### config.mk
export PLATFORM = sky130hd
export DESIGN_NAME = line_rasterizer
export DESIGN_NICKNAME = d
export VERILOG_FILES = /design/src/hw/rtl/lr_pkg.sv /design/src/hw/rtl/lr_front.sv /design/src/hw/rtl/lr_queue.sv /design/src/hw/rtl/lr_back.sv /design/src/hw/rtl/line_rasterizer.sv
export SDC_FILE = /design/constraint.sdc
export NUM_CORES = 1
export LEC_CHECK = 0
export ABC_CLOCK_PERIOD_IN_PS = 5500
export CAP_MARGIN = 20
export CELL_PAD_IN_SITES_DETAIL_PLACEMENT = 1
export CELL_PAD_IN_SITES_GLOBAL_PLACEMENT = 1
export CORE_MARGIN = 5
export CORE_UTILIZATION = 53
export CTS_CLUSTER_DIAMETER = 50
export DETAILED_ROUTE_END_ITERATION = 10
export DONT_BUFFER_PORTS = 1
export PLACE_DENSITY_LB_ADDON = 0.1
export SLEW_MARGIN = 20
export SYNTH_ARGS = -nofsm -noshare
export SYNTH_HDL_FRONTEND = slang
export SYNTH_SLANG_ARGS = --single-unit
export TNS_END_PERCENT = 50
### constraint.sdc
create_clock -name i_clk -period 5.5 [get_ports i_clk]
set_input_delay 0.55 -clock i_clk [delete_from_list [all_inputs] [get_ports i_clk]]
set_output_delay 0.55 -clock i_clk [all_outputs]
set_load 0.01 [all_outputs]
### src/hw/rtl/lr_pkg.sv
package lr_pkg;

    // Fixed field widths
    localparam int COORD_W = 6;
    localparam int COUNT_W = COORD_W + 1;
    localparam int COLOR_W = 24;
    localparam int REG_W   = 7;
    localparam int INDEX_W = 2;

    // Defaults for the top-level parameters
    localparam int TILE_SIZE_DEF   = 64;
    localparam int QUEUE_DEPTH_DEF = 2;

    // Configuration register indexes
    localparam logic [INDEX_W-1:0] REG_IMAGE_WIDTH  = 2'd0;
    localparam logic [INDEX_W-1:0] REG_IMAGE_HEIGHT = 2'd1;

    // Register reset values
    localparam logic [REG_W-1:0] IMAGE_WIDTH_RST  = 7'd64;
    localparam logic [REG_W-1:0] IMAGE_HEIGHT_RST = 7'd64;

    // One classified line, as it travels from front to back
    typedef struct packed {
        logic [COORD_W-1:0] x0;
        logic [COORD_W-1:0] y0;
        logic [COUNT_W-1:0] major;
        logic [COUNT_W-1:0] minor;
        logic               y_major;
        logic               x_down;
        logic               y_down;
        logic [COLOR_W-1:0] color;
    } t_line;

endpackage

### src/hw/rtl/lr_front.sv
module lr_front #(
    parameter int TILE_SIZE = lr_pkg::TILE_SIZE_DEF
) (
    input  logic [lr_pkg::COORD_W-1:0] i_start_x,
    input  logic [lr_pkg::COORD_W-1:0] i_start_y,
    input  logic [lr_pkg::COORD_W-1:0] i_end_x,
    input  logic [lr_pkg::COORD_W-1:0] i_end_y,
    input  logic [lr_pkg::COLOR_W-1:0] i_line_color,
    output lr_pkg::t_line              o_line
);
    import lr_pkg::*;

    localparam logic [COORD_W-1:0] MaxCoord = COORD_W'(TILE_SIZE - 1);

    logic [COORD_W-1:0] x0, y0, x1, y1;
    logic [COUNT_W-1:0] nx, ny;
    logic               y_major;

    // Saturate endpoints to the tile
    assign x0 = (i_start_x > MaxCoord) ? MaxCoord : i_start_x;
    assign y0 = (i_start_y > MaxCoord) ? MaxCoord : i_start_y;
    assign x1 = (i_end_x > MaxCoord) ? MaxCoord : i_end_x;
    assign y1 = (i_end_y > MaxCoord) ? MaxCoord : i_end_y;

    // Pixel counts along each axis
    assign nx = (x0 > x1) ? (COUNT_W'(x0 - x1) + COUNT_W'(1))
                          : (COUNT_W'(x1 - x0) + COUNT_W'(1));
    assign ny = (y0 > y1) ? (COUNT_W'(y0 - y1) + COUNT_W'(1))
                          : (COUNT_W'(y1 - y0) + COUNT_W'(1));

    // Pick the major axis, ties go to x
    assign y_major = ny > nx;

    always_comb begin
        o_line.x0      = x0;
        o_line.y0      = y0;
        o_line.major   = y_major ? ny : nx;
        o_line.minor   = y_major ? nx : ny;
        o_line.y_major = y_major;
        o_line.x_down  = x0 > x1;
        o_line.y_down  = y0 > y1;
        o_line.color   = i_line_color;
    end

endmodule

### src/hw/rtl/lr_queue.sv
module lr_queue #(
    parameter int DEPTH = lr_pkg::QUEUE_DEPTH_DEF
) (
    input  logic          i_clk,
    input  logic          i_rst_n,
    input  logic          i_push,
    input  lr_pkg::t_line i_line,
    input  logic          i_pop,
    output lr_pkg::t_line o_line,
    output logic          o_valid,
    output logic          o_full
);
    import lr_pkg::*;

    localparam int PtrW = (DEPTH > 1) ? $clog2(DEPTH) : 1;
    localparam int CntW = $clog2(DEPTH + 1);
    localparam logic [PtrW-1:0] LastPtr = PtrW'(DEPTH - 1);
    localparam logic [CntW-1:0] FullCnt = CntW'(DEPTH);

    t_line           r_mem [DEPTH];
    logic [PtrW-1:0] r_wptr, r_rptr;
    logic [CntW-1:0] r_count;
    logic            push_ok, pop_ok;

    assign o_full  = r_count == FullCnt;
    assign o_valid = r_count != '0;
    assign o_line  = r_mem[r_rptr];
    assign push_ok = i_push && !o_full;
    assign pop_ok  = i_pop && o_valid;

    // Store a beat at the write pointer
    always_ff @(posedge i_clk) begin
        if (push_ok) begin
            r_mem[r_wptr] <= i_line;
        end
    end

    // Advance pointers and count
    always_ff @(posedge i_clk) begin
        if (!i_rst_n) begin
            r_wptr  <= '0;
            r_rptr  <= '0;
            r_count <= '0;
        end else begin
            if (push_ok) begin
                r_wptr <= (r_wptr == LastPtr) ? '0 : r_wptr + PtrW'(1);
            end
            if (pop_ok) begin
                r_rptr <= (r_rptr == LastPtr) ? '0 : r_rptr + PtrW'(1);
            end
            if (push_ok && !pop_ok) begin
                r_count <= r_count + CntW'(1);
            end else if (pop_ok && !push_ok) begin
                r_count <= r_count - CntW'(1);
            end
        end
    end

endmodule

### src/hw/rtl/lr_back.sv
module lr_back (
    input  logic                       i_clk,
    input  logic                       i_rst_n,
    input  lr_pkg::t_line              i_line,
    input  logic                       i_line_valid,
    output logic                       o_line_pop,
    input  logic [lr_pkg::REG_W-1:0]   i_image_width,
    input  logic [lr_pkg::REG_W-1:0]   i_image_height,
    output logic                       o_strobe,
    output logic [lr_pkg::COORD_W-1:0] o_pixel_x,
    output logic [lr_pkg::COORD_W-1:0] o_pixel_y,
    output logic [lr_pkg::COLOR_W-1:0] o_pixel_color,
    output logic                       o_inside_res,
    output logic                       o_last
);
    import lr_pkg::*;

    typedef enum logic [1:0] {
        ST_IDLE = 2'b01,
        ST_RUN  = 2'b10
    } t_state;

    t_state             r_state, n_state;
    logic [COORD_W-1:0] r_x, r_y;
    logic [COUNT_W-1:0] r_acc, r_rem, r_major, r_minor;
    logic               r_y_major, r_x_down, r_y_down;
    logic [COLOR_W-1:0] r_color;

    logic               r_strobe;
    logic [COORD_W-1:0] r_pixel_x, r_pixel_y;
    logic [COLOR_W-1:0] r_pixel_color;
    logic               r_inside, r_last;

    logic [COUNT_W:0]   acc_sum;
    logic               minor_step, is_last, emit, load;
    logic               x_step, y_step;

    // Error accumulator: add the minor count, wrap at the major count
    assign acc_sum    = {1'b0, r_acc} + {1'b0, r_minor};
    assign minor_step = acc_sum >= {1'b0, r_major};
    assign is_last    = r_rem == COUNT_W'(1);
    assign x_step     = r_y_major ? minor_step : 1'b1;
    assign y_step     = r_y_major ? 1'b1 : minor_step;

    // Sequence lines: take a new one when idle or right after the last pixel
    always_comb begin
        n_state = r_state;
        emit    = 1'b0;
        load    = 1'b0;
        unique case (r_state)
            ST_IDLE: begin
                if (i_line_valid) begin
                    load    = 1'b1;
                    n_state = ST_RUN;
                end
            end
            ST_RUN: begin
                emit = 1'b1;
                if (is_last) begin
                    if (i_line_valid) begin
                        load = 1'b1;
                    end else begin
                        n_state = ST_IDLE;
                    end
                end
            end
            default: n_state = ST_IDLE;
        endcase
    end

    assign o_line_pop = load;

    always_ff @(posedge i_clk) begin
        if (!i_rst_n) begin
            r_state  <= ST_IDLE;
            r_strobe <= 1'b0;
        end else begin
            r_state  <= n_state;
            r_strobe <= emit;
        end
    end

    // Walk the line one pixel per cycle
    always_ff @(posedge i_clk) begin
        if (load) begin
            r_x       <= i_line.x0;
            r_y       <= i_line.y0;
            r_acc     <= '0;
            r_rem     <= i_line.major;
            r_major   <= i_line.major;
            r_minor   <= i_line.minor;
            r_y_major <= i_line.y_major;
            r_x_down  <= i_line.x_down;
            r_y_down  <= i_line.y_down;
            r_color   <= i_line.color;
        end else if (emit) begin
            r_acc <= minor_step ? COUNT_W'(acc_sum - {1'b0, r_major})
                                : COUNT_W'(acc_sum);
            r_rem <= r_rem - COUNT_W'(1);
            if (x_step) begin
                r_x <= r_x_down ? r_x - COORD_W'(1) : r_x + COORD_W'(1);
            end
            if (y_step) begin
                r_y <= r_y_down ? r_y - COORD_W'(1) : r_y + COORD_W'(1);
            end
        end
    end

    // Register the pixel beat
    always_ff @(posedge i_clk) begin
        if (emit) begin
            r_pixel_x     <= r_x;
            r_pixel_y     <= r_y;
            r_pixel_color <= r_color;
            r_inside      <= ({1'b0, r_x} < i_image_width) &&
                             ({1'b0, r_y} < i_image_height);
            r_last        <= is_last;
        end
    end

    assign o_strobe      = r_strobe;
    assign o_pixel_x     = r_pixel_x;
    assign o_pixel_y     = r_pixel_y;
    assign o_pixel_color = r_pixel_color;
    assign o_inside_res  = r_inside;
    assign o_last        = r_last;

endmodule

### src/hw/rtl/line_rasterizer.sv
// Channel    Direction  Handshake             Payload
// line       in         start & !busy         i_start_x/y, i_end_x/y, i_line_color
// pixel      out        o_strobe, one cycle   o_pixel_x/y, o_pixel_color, o_inside_res, o_last
// config     in         i_cfg_we              i_cfg_index, i_cfg_data
//
// A line of N pixels (N = larger axis count, 1 to TILE_SIZE) is walked one pixel beat per
// cycle; an accepted line is queued, then loaded into the stepping unit; each beat is registered.
// Lines waiting in the queue follow the previous last pixel with no gap.
// busy rises while the line queue is full. Reset is synchronous, active low; it
// empties the queue and sets both image sizes to 64. The pixel side never stalls.
module line_rasterizer #(
    parameter int TILE_SIZE   = lr_pkg::TILE_SIZE_DEF,
    parameter int QUEUE_DEPTH = lr_pkg::QUEUE_DEPTH_DEF
) (
    input  logic                       i_clk,
    input  logic                       i_rst_n,
    input  logic                       start,
    output logic                       busy,
    input  logic [lr_pkg::COORD_W-1:0] i_start_x,
    input  logic [lr_pkg::COORD_W-1:0] i_start_y,
    input  logic [lr_pkg::COORD_W-1:0] i_end_x,
    input  logic [lr_pkg::COORD_W-1:0] i_end_y,
    input  logic [lr_pkg::COLOR_W-1:0] i_line_color,
    input  logic                       i_cfg_we,
    input  logic [lr_pkg::INDEX_W-1:0] i_cfg_index,
    input  logic [lr_pkg::REG_W-1:0]   i_cfg_data,
    output logic                       o_strobe,
    output logic [lr_pkg::COORD_W-1:0] o_pixel_x,
    output logic [lr_pkg::COORD_W-1:0] o_pixel_y,
    output logic [lr_pkg::COLOR_W-1:0] o_pixel_color,
    output logic                       o_inside_res,
    output logic                       o_last
);
    import lr_pkg::*;

    logic [REG_W-1:0] r_image_width, r_image_height;
    t_line            front_line, q_line;
    logic             q_valid, q_full, q_pop;

    // Configuration registers
    always_ff @(posedge i_clk) begin
        if (!i_rst_n) begin
            r_image_width  <= IMAGE_WIDTH_RST;
            r_image_height <= IMAGE_HEIGHT_RST;
        end else if (i_cfg_we) begin
            unique case (i_cfg_index)
                REG_IMAGE_WIDTH:  r_image_width  <= i_cfg_data;
                REG_IMAGE_HEIGHT: r_image_height <= i_cfg_data;
                default: ;
            endcase
        end
    end

    assign busy = q_full;

    lr_front #(
        .TILE_SIZE (TILE_SIZE)
    ) u_front (
        .i_start_x    (i_start_x),
        .i_start_y    (i_start_y),
        .i_end_x      (i_end_x),
        .i_end_y      (i_end_y),
        .i_line_color (i_line_color),
        .o_line       (front_line)
    );

    lr_queue #(
        .DEPTH (QUEUE_DEPTH)
    ) u_queue (
        .i_clk   (i_clk),
        .i_rst_n (i_rst_n),
        .i_push  (start),
        .i_line  (front_line),
        .i_pop   (q_pop),
        .o_line  (q_line),
        .o_valid (q_valid),
        .o_full  (q_full)
    );

    lr_back u_back (
        .i_clk          (i_clk),
        .i_rst_n        (i_rst_n),
        .i_line         (q_line),
        .i_line_valid   (q_valid),
        .o_line_pop     (q_pop),
        .i_image_width  (r_image_width),
        .i_image_height (r_image_height),
        .o_strobe       (o_strobe),
        .o_pixel_x      (o_pixel_x),
        .o_pixel_y      (o_pixel_y),
        .o_pixel_color  (o_pixel_color),
        .o_inside_res   (o_inside_res),
        .o_last         (o_last)
    );

endmodule
After elaboration in Yosys (flattened, before gate mapping) --
Memories as Yosys holds them, arrays and structs flattened. A register that Yosys moved wholly into a read port is not among the register bits. Cells that the tools add are included.
Operators by class: $add $sub $neg 19, $mul 0, div/mod/pow operators 0, magnitude comparators 10, equality and inequality tests 8, shift-type cells 0, multiplexer cells 37, bitwise gates (word level) 0, reduce and logical (&&, ||, !) cells 19
Operator list (number):
- two-way mux 6 bit | 12
- two-way mux 7 bit | 7
- adder 7 x 1 -> 7 bit, second input constant | 4
- subtractor 6 x 6 -> 7 bit | 4
- > comparator 6 bit, second input constant | 4
- < comparator 6 x 7 -> 1 bit | 2
- adder 6 x 1 -> 6 bit, second input constant | 2
- > comparator 6 bit | 2
- subtractor 6 x 1 -> 6 bit, second input constant | 2
- two-way mux 1 bit | 11
- two-way mux 2 bit | 5
- nonzero test 2 bit | 5
- adder 7 x 7 -> 8 bit | 1
- greater-or-equal comparator 8 x 7 -> 1 bit | 1
- AND reduction 2 bit | 4
- equality test 7 x 1 -> 1 bit, second input constant | 1
- > comparator 7 bit | 1
- subtractor 7 x 1 -> 7 bit, second input constant | 1
- subtractor 7 bit | 1
- logical AND 1 bit | 5
- equality test 2 x 1 -> 1 bit, second input constant | 2
- equality test 2 bit, second input constant | 2
- != test 2 bit, second input constant | 2
- one-hot mux 2 bit (2 select lines) | 1
- other kinds (8) | 11
Word-level totals: bits in registers 126, bits in latches 0, bits in writable memories 106, bits in read-only memories 0, input port bits 61, output and inout port bits 40, memories kept 1
Memory list:
- u_queue.r_mem | words 2, bits a word 53, read ports 1, clocked after memory_dff 1, wr ports 1, RTL line lr_queue.sv:20 | t_line r_mem [DEPTH];

Depth between registers and ports, before layout --
depth in word-level cells 8, gate-level depth with buffers 20

Modules after synthesis --
A second synthesis with hierarchy kept.
Unflattened totals: cells, all modules 878, area total of the unflattened synthesis 11548.6 um^2
By module, submodules not included:
- lr_back | times used 1, cells an instance 352, area each 4865.9 um^2
- lr_queue | times used 1, cells an instance 190, area each 4058.9 um^2
- lr_front | times used 1, cells an instance 281, area each 2064.5 um^2
- line_rasterizer | times used 1, cells an instance 55, area each 559.3 um^2

Worst setup path before layout --
No wires, ideal clock.
kind input-to-reg, from in i_end_x[3] in the netlist's numbering, to mem u_queue.r_mem[0][27] in the netlist's numbering, data pin, arrival 3741 ps, data required time 5234 ps, setup slack 1493 ps, cell stages on the path 18, path buffers 1, cells stage by stage clkbuf_1 -> ha_1 -> ha_1 -> nand3_1 -> or2_2 -> a31oi_1 -> a311oi_1 -> or3_1 -> a21oi_1 -> or3_1 -> inv_1 -> ha_1 -> nand4_1 -> o21bai_1 -> o21ai_1 -> nand2_1 -> o211ai_2 -> mux2_1
RTL lines:
- start, declared | RTL line line_rasterizer.sv:21 | input logic [lr_pkg::COORD_W-1:0] i_end_x,
- end, declared | RTL line lr_queue.sv:20

==> summary.txt <==
Logic synthesis
  – Synthesized cell area: between 0.01 and 0.015 sq mm
  – Synth top area cells: edfxtp_1, ha_1, dfxtp_1
  – Ys async rst share: 0%
  – Cell accounting for the most synthesized area: edfxtp_1
  – Post-synth top area share: between 50% and 60%
  – Synth warn: 0
  – Syn_area_per_cell: between 10 and 15 sq um
  – Number of flops mapped to enable cells by yosys: between 200 and 250
  – Syn Inst Count: 843
  – Primary FF master, synth: edfxtp_1
  – Number of synthesized register bits: 233
  – Mapped Nets: 982
  – Post-synth cell types: 60
  – Sequential area share after synthesis: around three fifths

Timing
  – Post-layout min period: between 4 and 5 ns
  – Final Skew: 0.0161 ns
  – Peak Freq: 242 MHz
  – Final WS setup: 1.37 ns
  – Actual slew at the worst max-slew pin: 0.855 ns
  – Hold Fails Final Rpt: 0
  – Post-route setup TNS: 0 ns
  – Headroom to the max-slew limit: 42.8%
  – Fin crit share: 75.1%
  – # setup viols final: 0
  – RSZ-0062 raised after global routing: no
  – Slew Limit Fails: 0

Power and ir drop
  – Sequential fraction of design power: about 40%
  – Comb power frac: 36.4%
  – Int Pwr: 4.91 mW
  – Switching share of power: 34.8%
  – Switching power: around 2.6 mW
  – Power density cells: 609 mW/mm^2
  – Leakage: 4.72 nW
  – Clk pwr share: approximately 25%
  – Peak supply drop: 291 uV

Placed design
  – Post-Place Cells: 1084
  – Placer congestion estimate: 0.862
  – Hpwl dp: approximately 18 mm
  – DP Worst Slack: 0.876 ns
  – IO Port Bufs: 0

Global routing
  – Via count of the first global-routing pass: approximately 7400
  – Grt total ovfl: 0
  – Largest net degree at the start of global routing: 59
  – Global-route usage over all layers: about a fifth
  – First-pass GRT wire length: 40.1 mm
  – Initial antenna violation count: 0

Critical path
  – WS Path Type: in2reg
  – Crit path DAT: 4.38 ns
  – Startpoint types: input pin
  – Worst Setup End Kind: flop
  – WP data required: ~5.8 ns
  – Critical path peak fanout: 14

Clock tree
  – CTS Root Cell: clkbuf_16
  – CTS tree: yes
  – Post-CTS sizing: 0
  – Hold_buf cts: 0
  – Clk sinks: 233
  – Post-CTS setup buffer count: 0
  – Clock Path Buffers: 3
  – CTS H-tree lvls: 1
  – Clk_lat worst skew: 0.52 ns
  – Clk pin slew, worst setup/hold paths: 0.06 ns
  – Cts bufs inserted: 28

Routing
  – Antenna Violating Nets Remaining: 0
  – DRT iter0 DRCs: 283
  – # DRC: 0
  – Vias: 6484
  – Vias per Instance: between 5 and 6
  – WL/cell: ~22 um
  – Final WL: around 25 mm
  – Drt pass-1 iters: 4

Floorplanning
  – Core area: 0.0208 sq mm
  – Die width: 155 um
  – Rows: 53
  – Chip height: 155 um
  – Ports: 101
  – Starting Density: 53.5%
  – Die area: about 0.024 sq mm

Cells and area
  – Register area: ~0.0067 sq mm
  – Area growth syn-to-layout: 10.8%
  – Most common cell after layout, fill and taps aside: edfxtp_1
  – Fin cells: 1136
  – Layout Nets: 978
  – Share of cells above drive strength 1: 13.4%
  – Multi-input logic area: 0.00400 sq mm
  – Most frequent cells in the layout: edfxtp_1, ha_1, inv_1, a21oi_1, mux2_2
  – FILL cells: 2016
  – Antenna diodes: 0

Job
  – Max-cap viol count: 0

Outcome
  – Run status: complete, no violations

Worst hold path
  – Hold WC Path Type: in2reg
-- layout make-up --
class | count | area share [%]
Clock buffer | 32 | 6.05
Clock inverter | 20 | 1.72
Inverter | 69 | 2.10
Multi-Input combinational cell | 498 | 32.4
Sequential cell | 233 | 54.4
Tap cell | 275 | 2.79
Timing Repair Buffer | 9 | 0.548
-- worst paths after layout --
| check | depth (start not counted) | startpoint | slack (ns) | to |
|---|---|---|---|---|
| worst min register to register | 0 | u_back.r_color[2] | 0.42 | u_back.o_pixel_color[2] |
| worst max register to register | 12 | u_back.r_minor[0] | 1.48 | u_back.r_y[3] |
| worst max-delay path | 18 | i_start_x[3] | 1.37 | u_queue.r_mem[1][27] |
| worst min-delay path | 1 | i_rst_n | 0.11 | r_image_height[6] |
-- flip-flops by register name, indices dropped and copies added (netlist names), 2 cells and up, named ones only --
register and count:
u_back.r_acc 7, u_back.o_pixel_y 6, u_back.r_rem 7, r_image_width 7
r_image_height 7, u_back.r_state 2, u_back.o_pixel_x 6, u_back.r_major 7
u_back.r_minor 7, u_back.r_y 6, u_queue.r_mem 106, u_queue.r_count 2
u_back.r_x 6, u_back.o_pixel_color 24, u_back.r_color 24
-- stage by stage --
| stage | power [mW] | hold slack [ns] | utilization (%) | area, sq um |
|---|---|---|---|---|
| floorplan | 4.89 | 0.400 | - | 11100 |
| global placement | 5.40 | 0.401 | 54.7 | 11400 |
| detailed placement | 5.64 | 0.406 | 54.7 | 11400 |
| CTS | 7.59 | 0.0963 | 59.3 | 12300 |
| global route | 8.00 | 0.0903 | 59.3 | 12300 |
| finish | 7.52 | 0.113 | 59.3 | 12300 |
-- synthesized netlist by cell type (18+ instances only) --
library cell	count
nand2_1	31
xor2_1	18
dfxtp_1	29
clkbuf_1	38
mux2i_1	33
nor2_1	32
mux2_2	45
nor2b_1	28
xnor2_1	41
edfxtp_1	204
a21oi_1	55
ha_1	74
o21ai_0	33
inv_1	67
-- worst max-delay path, stage by stage --
cell	delay (ns)
inv_1	0.02
ha_1	0.35
ha_1	0.38
nand3_1	0.08
or2_2	0.29
and3_1	0.18
xor2_1	0.13
nor2_1	0.05
a21oi_1	0.14
xor2_1	0.26
ha_1	0.30
a21o_1	0.17
a21o_1	0.17
a21oi_1	0.24
o21ai_1	0.13
nand2_1	0.11
o211ai_2	0.35
mux2_1	0.47
-- metal layers --
| metal | wire, um | vias to the layer above | GRT usage (%) | part of all wire [%] |
|---|---|---|---|---|
| li1 | - | 3026 | - | - |
| met1 | 10000 | 3278 | 25.5 | 40 |
| met2 | 13200 | 143 | 39.2 | 53 |
| met3 | 1150 | 37 | 3.28 | 4.6 |
| met4 | 470 | 0 | 4.88 | 1.9 |
| met5 | 0 | - | 0 | 0 |
-- logic make-up (layout without fill, tap and decap cells) --
family	count (synthesis)	in the layout	synth area share, %
buf+inv	112	130	3.91
flops	233	233	60.2
mux	80	80	7.72
xor+xnor	59	59	4.64
fa+ha+maj	78	78	9.04
compound gates	149	149	8.28
simple gates	132	132	6.16
-- power groups by stage --
stage / clock, mW / sequential, mW / combinational, mW
3_3_place_gp: 0 / 2.91 / 2.49
3_5_place_dp: 0 / 2.96 / 2.67
6_report: 1.86 / 2.93 / 2.74
2_1_floorplan: 0 / 2.83 / 2.06
5_1_grt: 1.98 / 2.97 / 3.05
4_1_cts: 1.89 / 2.93 / 2.77
(Power assumes the default switching activity.)
